===== src/hw/rtl/msr_pkg.sv =====
// Package with widths, status codes and sequencer states for the square root block.
package msr_pkg;
  localparam int W = 32;
  localparam int CW = 5;

  typedef enum logic [1:0] {
    ST_FOUND = 2'd0,
    ST_NONE = 2'd1,
    ST_UNSUP = 2'd2,
    ST_RANGE = 2'd3
  } status_t;

  // Top-level sequencer states
  typedef enum logic [3:0] {
    S_IDLE, S_POW_SQ, S_POW_SQW, S_POW_MUL, S_POW_MULW, S_NEXT,
    S_CHK, S_CHKW, S_G2, S_G4, S_FIN, S_OUT
  } state_t;
endpackage


===== src/hw/rtl/msr_mulmod.sv =====
// Shift-and-add modular multiplier, one bit of the multiplier each cycle.
module msr_mulmod import msr_pkg::*; (
  input  logic         clk,
  input  logic         rst_n,
  input  logic         start,
  input  logic [W-1:0] a_in,
  input  logic [W-1:0] b_in,
  input  logic [W-1:0] p_in,
  output logic         done,
  output logic [W-1:0] prod
);
  logic [W-1:0] a_r, a_nxt, b_r, b_nxt, acc_r, acc_nxt;
  logic busy_r, busy_nxt, done_r, done_nxt;

  // Modular add: (x + y) mod p with x, y < p, wide sum then one subtract
  function automatic logic [W-1:0] addm(input logic [W-1:0] x, input logic [W-1:0] y,
                                        input logic [W-1:0] p);
    logic [W:0] s;
    s = {1'b0, x} + {1'b0, y};
    if (s >= {1'b0, p}) addm = W'(s - {1'b0, p});
    else addm = s[W-1:0];
  endfunction

  always_comb begin
    a_nxt = a_r;
    b_nxt = b_r;
    acc_nxt = acc_r;
    busy_nxt = busy_r;
    done_nxt = 1'b0;
    if (start) begin
      a_nxt = a_in;
      b_nxt = b_in;
      acc_nxt = '0;
      busy_nxt = 1'b1;
    end else if (busy_r) begin
      if (b_r == '0) begin
        busy_nxt = 1'b0;
        done_nxt = 1'b1;
      end else begin
        if (b_r[0]) acc_nxt = addm(acc_r, a_r, p_in);
        a_nxt = addm(a_r, a_r, p_in);
        b_nxt = b_r >> 1;
      end
    end
  end

  always_ff @(posedge clk) begin
    a_r <= a_nxt;
    b_r <= b_nxt;
    acc_r <= acc_nxt;
    if (!rst_n) begin
      busy_r <= 1'b0;
      done_r <= 1'b0;
    end else begin
      busy_r <= busy_nxt;
      done_r <= done_nxt;
    end
  end

  assign done = done_r;
  assign prod = acc_r;
endmodule


===== src/hw/rtl/modular_square_root.sv =====
// Top level: modular square root for p = 3 mod 4 and p = 5 mod 8.
// Latency: range, zero and unsupported cases offer the result the cycle after input transfer.
// p = 3 mod 4: one exponentiation plus a check multiply; p = 5 mod 8: two exponentiations,
// plus a final multiply by 2g when the first exponentiation yields p - 1.
// Throughput: one item at a time; in_tready is low until the result is transferred.
// Reset (rst_n, synchronous, active low) returns to idle and sets the modulus to 3.
module modular_square_root import msr_pkg::*; (
  input  logic          clk,
  input  logic          rst_n,
  input  logic          cfg_wen,
  input  logic [W-1:0]  cfg_wdata,
  input  logic          in_tvalid,
  output logic          in_tready,
  input  logic [31:0]   in_tdata,   // [31:0] g_value
  output logic          out_tvalid,
  input  logic          out_tready,
  output logic [71:0]   out_tdata   // [31:0] root, [63:32] other_root, [65:64] status
);
  state_t st_r, st_nxt;
  logic [W-1:0] p_r, g_r, g_nxt, x_r, x_nxt, base_r, base_nxt, e_r, e_nxt;
  logic [W-1:0] y_r, y_nxt, u_r, u_nxt;
  logic [CW-1:0] bit_r, bit_nxt;
  logic [1:0] phase_r, phase_nxt;   // 0 check/z pow, 1 second pow, 2 (4g)^u pow, 3 final multiply
  status_t stat_r, stat_nxt;
  logic mul_start, mul_done;
  logic [W-1:0] ma, mb, mprod;
  logic [W:0] g2s;

  // Configuration register
  always_ff @(posedge clk) begin
    if (!rst_n) p_r <= W'(3);
    else if (cfg_wen) p_r <= cfg_wdata;
  end

  msr_mulmod u_mul (
    .clk(clk), .rst_n(rst_n), .start(mul_start), .a_in(ma), .b_in(mb),
    .p_in(p_r), .done(mul_done), .prod(mprod)
  );

  assign in_tready = (st_r == S_IDLE);
  assign out_tvalid = (st_r == S_OUT);
  assign out_tdata = {6'd0, stat_r,
                      ((stat_r == ST_FOUND) && (y_r != '0)) ? p_r - y_r : W'(0), y_r};
  assign g2s = {1'b0, x_r} + {1'b0, x_r};

  // Sequencer
  always_comb begin
    st_nxt = st_r; g_nxt = g_r; x_nxt = x_r; base_nxt = base_r; e_nxt = e_r;
    y_nxt = y_r; u_nxt = u_r; bit_nxt = bit_r; phase_nxt = phase_r; stat_nxt = stat_r;
    mul_start = 1'b0; ma = x_r; mb = x_r;
    case (st_r)
      S_IDLE: begin
        if (in_tvalid) begin
          g_nxt = in_tdata; y_nxt = '0; phase_nxt = 2'd0; base_nxt = in_tdata;
          x_nxt = (p_r == W'(1)) ? '0 : W'(1); bit_nxt = CW'(W - 1);
          if (in_tdata >= p_r) begin stat_nxt = ST_RANGE; st_nxt = S_OUT; end
          else if (in_tdata == '0) begin stat_nxt = ST_FOUND; st_nxt = S_OUT; end
          else if (p_r[1:0] == 2'b11) begin
            u_nxt = p_r >> 2; e_nxt = (p_r >> 2) + W'(1); st_nxt = S_POW_SQ;
          end else if (p_r[2:0] == 3'b101) begin
            u_nxt = p_r >> 3; e_nxt = ((p_r >> 3) << 1) + W'(1); st_nxt = S_POW_SQ;
          end else begin stat_nxt = ST_UNSUP; st_nxt = S_OUT; end
        end
      end
      S_POW_SQ: begin mul_start = 1'b1; st_nxt = S_POW_SQW; end
      S_POW_SQW: if (mul_done) begin
        x_nxt = mprod;
        st_nxt = e_r[bit_r] ? S_POW_MUL : S_NEXT;
      end
      S_POW_MUL: begin mul_start = 1'b1; ma = x_r; mb = base_r; st_nxt = S_POW_MULW; end
      S_POW_MULW: if (mul_done) begin x_nxt = mprod; st_nxt = S_NEXT; end
      S_NEXT: begin
        if (bit_r != '0) begin bit_nxt = bit_r - CW'(1); st_nxt = S_POW_SQ; end
        else if (p_r[1:0] == 2'b11) st_nxt = S_CHK;
        else if (phase_r != 2'd0) st_nxt = S_FIN;
        else begin
          x_nxt = W'(1); bit_nxt = CW'(W - 1);
          if (x_r == W'(1)) begin
            phase_nxt = 2'd1; e_nxt = u_r + W'(1); st_nxt = S_POW_SQ;
          end else if (x_r == p_r - W'(1)) begin
            phase_nxt = 2'd2; x_nxt = g_r; st_nxt = S_G2;
          end else begin stat_nxt = ST_NONE; st_nxt = S_OUT; end
        end
      end
      // x holds g here; form 2g then 4g as base, keep 2g in y
      S_G2: begin
        x_nxt = (g2s >= {1'b0, p_r}) ? W'(g2s - {1'b0, p_r}) : g2s[W-1:0];
        st_nxt = S_G4;
      end
      S_G4: begin
        y_nxt = x_r;
        base_nxt = (g2s >= {1'b0, p_r}) ? W'(g2s - {1'b0, p_r}) : g2s[W-1:0];
        x_nxt = W'(1); e_nxt = u_r; bit_nxt = CW'(W - 1); st_nxt = S_POW_SQ;
      end
      S_CHK: begin mul_start = 1'b1; st_nxt = S_CHKW; end
      S_CHKW: if (mul_done) begin
        if (mprod == g_r) begin y_nxt = x_r; stat_nxt = ST_FOUND; end
        else stat_nxt = ST_NONE;
        st_nxt = S_OUT;
      end
      S_FIN: begin
        if (phase_r == 2'd1) begin y_nxt = x_r; stat_nxt = ST_FOUND; st_nxt = S_OUT; end
        else begin mul_start = 1'b1; ma = y_r; mb = x_r; phase_nxt = 2'd3; end
        if (phase_r == 2'd3 && mul_done) begin
          y_nxt = mprod; stat_nxt = ST_FOUND; st_nxt = S_OUT;
        end else if (phase_r == 2'd3) mul_start = 1'b0;
      end
      S_OUT: if (out_tready) st_nxt = S_IDLE;
      default: st_nxt = S_IDLE;
    endcase
  end

  always_ff @(posedge clk) begin
    g_r <= g_nxt; x_r <= x_nxt; base_r <= base_nxt; e_r <= e_nxt;
    y_r <= y_nxt; u_r <= u_nxt; bit_r <= bit_nxt; phase_r <= phase_nxt;
    stat_r <= stat_nxt;
    if (!rst_n) st_r <= S_IDLE;
    else st_r <= st_nxt;
  end
endmodule


===== config.mk =====
export PLATFORM = sky130hd
export DESIGN_NAME = modular_square_root
export DESIGN_NICKNAME = d
export VERILOG_FILES = /design/src/hw/rtl/msr_pkg.sv /design/src/hw/rtl/msr_mulmod.sv /design/src/hw/rtl/modular_square_root.sv
export SDC_FILE = /design/constraint.sdc
export NUM_CORES = 1
export LEC_CHECK = 0
export ABC_AREA = 1
export BUFFER_PORTS_ARGS = -buffer_cell sky130_fd_sc_hd__buf_4
export CORE_ASPECT_RATIO = 1.75
export CORE_MARGIN = 4
export CORE_UTILIZATION = 44
export CTS_CLUSTER_SIZE = 24
export DETAILED_ROUTE_END_ITERATION = 6
export PLACE_DENSITY = 0.67
export REMOVE_ABC_BUFFERS = 1
export SYNTH_ARGS = -nofsm -noshare
export SYNTH_HDL_FRONTEND = slang
export SYNTH_HIERARCHICAL = 1
export SYNTH_SLANG_ARGS = --single-unit

===== constraint.sdc =====
create_clock -name clk -period 6.92 [get_ports clk]
set_input_delay 0 -clock clk [delete_from_list [all_inputs] [get_ports clk]]
set_output_delay 0 -clock clk [all_outputs]
set_load 0.05 [all_outputs]

==> key figures <==
Timing
  – Setup slack after layout: ~1.2 ns
  – Max-slew headroom: under 10%
  – Slew @ Worst Pin: roughly 1.3 ns
  – Final Critical Period: approximately 5.8 ns
  – RSZ-0062 raised after global routing: false
  – Fin crit share: 83.3%
  – Final setup skew: 0.0352 ns
  – Slew Viols, Final: 0
  – F_max: about 170 MHz
  – Final hold viol count: 0
  – Final setup vio count: 0

Drt
  – Initial DRC count: 2898
  – DRC viols: 0
  – DR WL/cell: ~27 um
  – Routed Antenna Nets: 0
  – First-pass iteration count of the detailed router: 6
  – Vias per inst: 5.88
  – Total Routed Length: approximately 160000 um
  – Via count: between 30k and 40k

Clocking
  – Cts bufs inserted: 37
  – CTS root buf: clkbuf_16
  – Max clock buf depth: 3
  – Reg clk slew, reported paths: ~0.06 ns
  – Worst skew pair latency: a little over 0.6 ns
  – Post-CTS setup buffer count: 0
  – CTS tree: yes
  – # resized after CTS: 0
  – Clk sink count: between 300 and 400
  – H-tree levels: 2

GRT
  – GRT Util Overall: between 40 and 50%
  – Number of global-route vias before repair: 35.8k
  – Largest net degree at the start of global routing: between 60 and 70
  – GR Layer Usage met1: a little over a third
  – Antenna violations before repair: 3
  – Top Usage Layer GRT: met2
  – Met2 Usage GRT: roughly three quarters
  – Total global routing overflow: 0
  – Routing usage on met3: under 10%
  – First-pass GRT wire length: ~230000 um

Logic synthesis
  – Post-synth ARST share: 0%
  – Synthesized flop and latch total: approximately 330
  – Sequential area share after synthesis: between 20% and 30%
  – Ys Warns: 6
  – Average cell area after synthesis: roughly 6.6 um^2
  – Synthesized instance count: 4800
  – Post-synth top flop: edfxtp_1
  – Number of synthesized flops with an enable pin: 262
  – Netlist Area Pre-Place: between 30000 and 40000 um^2
  – Post-synth cell types: 63

Setup path
  – CP peak stage delay: 0.84 ns
  – Worst EP arrival: around 6.2 ns
  – Crit end category: flip-flop
  – Top Family by Delay on Critical Path: simple AND/OR/NAND/NOR gates
  – Critical Path RT: 7.36 ns
  – CP bufs+invs: 2
  – Critical path cell sequence: ha_1 > nand2_1 > nor2_1 > inv_1 > nor3_1 > nand4_1 > nand3_1 > nand2_1 > nand2_1 > inv_1 > ha_1 > nand2_1 > nor2_1 > nand2_1 > nor3_2 > nand2_1 > nand3_1 > nand2_2 > nand2_4 > nand2_1 > nand3_1 > a21oi_1
  – Kind of critical path: flip-flop to flip-flop
  – Crit path launch type: flip-flop
  – Critical Path Fanout Max: 32
  – Most used cell, CP: nand2_1
  – Slowest stage cell, crit path: nor3_1

Floorplanning
  – Chip height: ~360 um
  – # rows: between 100 and 150
  – Core ar.: between 70000 and 80000 um^2
  – Initial Utilization: between 40% and 50%
  – IO Count: about 140
  – Die X-Extent: 211 um
  – Die area: 76800 um^2

Place
  – Port buffer count: 136
  – Cells after DPL: about 5.8k
  – Pre-CTS setup slack: just under 0.7 ns
  – Hpwl dp: 132000 um
  – Gp weighted congestion: around 1.1
  – Post-Place Cell Area: 33800 um^2

Flow run
  – Number of max-cap violations: 0

Outcome
  – Status: finished, final reports clean

Cells and area
  – Post-Layout Cell Count: just under 6k
  – Design Area, Final: ~36000 um^2
  – Antenna cells: 0
  – Filler instances: about 7.6k
  – P&R area growth vs syn: 13.4%
  – Nets: about 5.3k
  – Layout cells sized above 1: under 10%

Pwr
  – Pleak: roughly 16 nW
  – VDD IR max: between 0.0002 and 0.0003 V
  – PD cells: ~570 nW/um^2
  – Pwr Total: between 20 and 25 mW

Min path
  – Min-Delay Path Class: primary input to flip-flop
worst paths after layout:
check | from | to | slack, ns | cells after the start
worst max-delay path | u_mul/a_r[14]$_DFFE_PP_ | u_mul/prod[25]$_SDFFE_PP0P_ | 1.15 | 22
worst min-delay path | cfg_wen | p_r[3]$_SDFFE_PN0P_ | 0.11 | 3
worst max register to register | u_mul/a_r[14]$_DFFE_PP_ | u_mul/prod[25]$_SDFFE_PP0P_ | 1.15 | 22
worst min register to register | st_r[3]$_SDFFE_PN0P_ | st_r[3]$_SDFFE_PN0P_ | 0.48 | 2
cells in the mapped netlist, drive strengths merged (71+ instances only):
cell,n,area [um^2]
o21ai,354,1780
nand2,1440,5480
ha,198,2480
xor2,71,622
edfxtp,262,7870
nand4,86,544
clkbuf,89,334
xnor2,77,674
inv,655,2460
nand3,292,1490
a21oi,258,1310
nor2,453,1880
state kept, by name, summed over array words and instances, names as in the netlist:
| register | count |
|---|---|
| y_r | 32 |
| u_mul/b_r | 32 |
| u_r | 30 |
| st_r | 4 |
| u_mul/done | 1 |
| e_r | 31 |
| x_r | 32 |
| g_r | 32 |
| bit_r | 5 |
| u_mul/a_r | 32 |
| u_mul/prod | 32 |
| p_r | 32 |
| base_r | 32 |
| phase_r | 2 |
| u_mul/busy_r | 1 |
| stat_r | 2 |
cell usage in the layout, fill, tap and decap left out, types with 51 or more instances in the layout:
master / Yosys / layout
nand2_1: 1417 / 1414
buf_4: 13 / 196
a21oi_1: 252 / 252
nor3_1: 66 / 62
ha_1: 198 / 197
nand4_1: 85 / 85
edfxtp_1: 262 / 262
nand3b_1: 51 / 51
dlygate4sd3_1: 0 / 100
xnor2_1: 77 / 77
nand3_1: 287 / 287
dfxtp_1: 70 / 70
o211ai_1: 51 / 51
nor2_1: 417 / 406
xor2_1: 71 / 71
inv_1: 641 / 640
o21ai_0: 337 / 336
nor4_1: 54 / 52
worst register-to-register path, delay by kind of cell, from the launching register on:
family / cells / cell delay [ns]
AOI/OAI and AO/OA: 1 / 0.10
and+or+nand+nor: 17 / 3.93
adders and majority gates: 2 / 0.93
buffers and inverters: 2 / 0.21
DFF: 1 / 0.44
final cells by class:
class | count | area [um^2] | area share (%)
Inverter | 662 | 2480 | 6.89
Clock buffer | 46 | 991 | 2.75
Timing Repair Buffer | 297 | 2480 | 6.89
Clock inverter | 22 | 230 | 0.638
Multi-Input combinational cell | 3664 | 19400 | 53.9
Tap cell | 924 | 1160 | 3.21
Sequential cell | 332 | 9270 | 25.7
per-layer routing:
layer	vias to the layer above	share of wire (%)
met3	753	5.6
met4	2	15
li1	16340	-
met1	16311	29
met2	1583	51
met5	-	0.0074
per-stage QoR:
step	utilization, %	TNS (ns)	hold WS (ns)
finish	50.3	0	0.108
global route	50.3	0	0.157
CTS	50.3	0	0.110
detailed placement	47.2	0	0.206
global placement	47.2	0	0.206
floorplan	-	-24.87	0.0989
cells by family after synthesis:
| family | count (synthesis) | synth area share [%] |
|---|---|---|
| flops | 332 | 29.1 |
| simple gates | 2470 | 33.4 |
| compound gates | 836 | 15.0 |
| xor+xnor | 149 | 4.15 |
| other cells | 1 | 0.0118 |
| buf+inv | 809 | 10.1 |
| fa+ha+maj | 203 | 8.10 |
where the power goes:
part	leakage [nW]	total, mW	internal [mW]	switching, mW
clock	0.594	2.11	1.15	0.967
sequential	3.07	4.16	3.30	0.862
combinational	12.6	14.2	4.01	10.2
timing repair:
action                     CTS  global route
hold buffers               100             0
hold endpoints to repair   103             0
setup endpoints to repair    0             0
No activity file was read; power rests on OpenSTA's default activity.
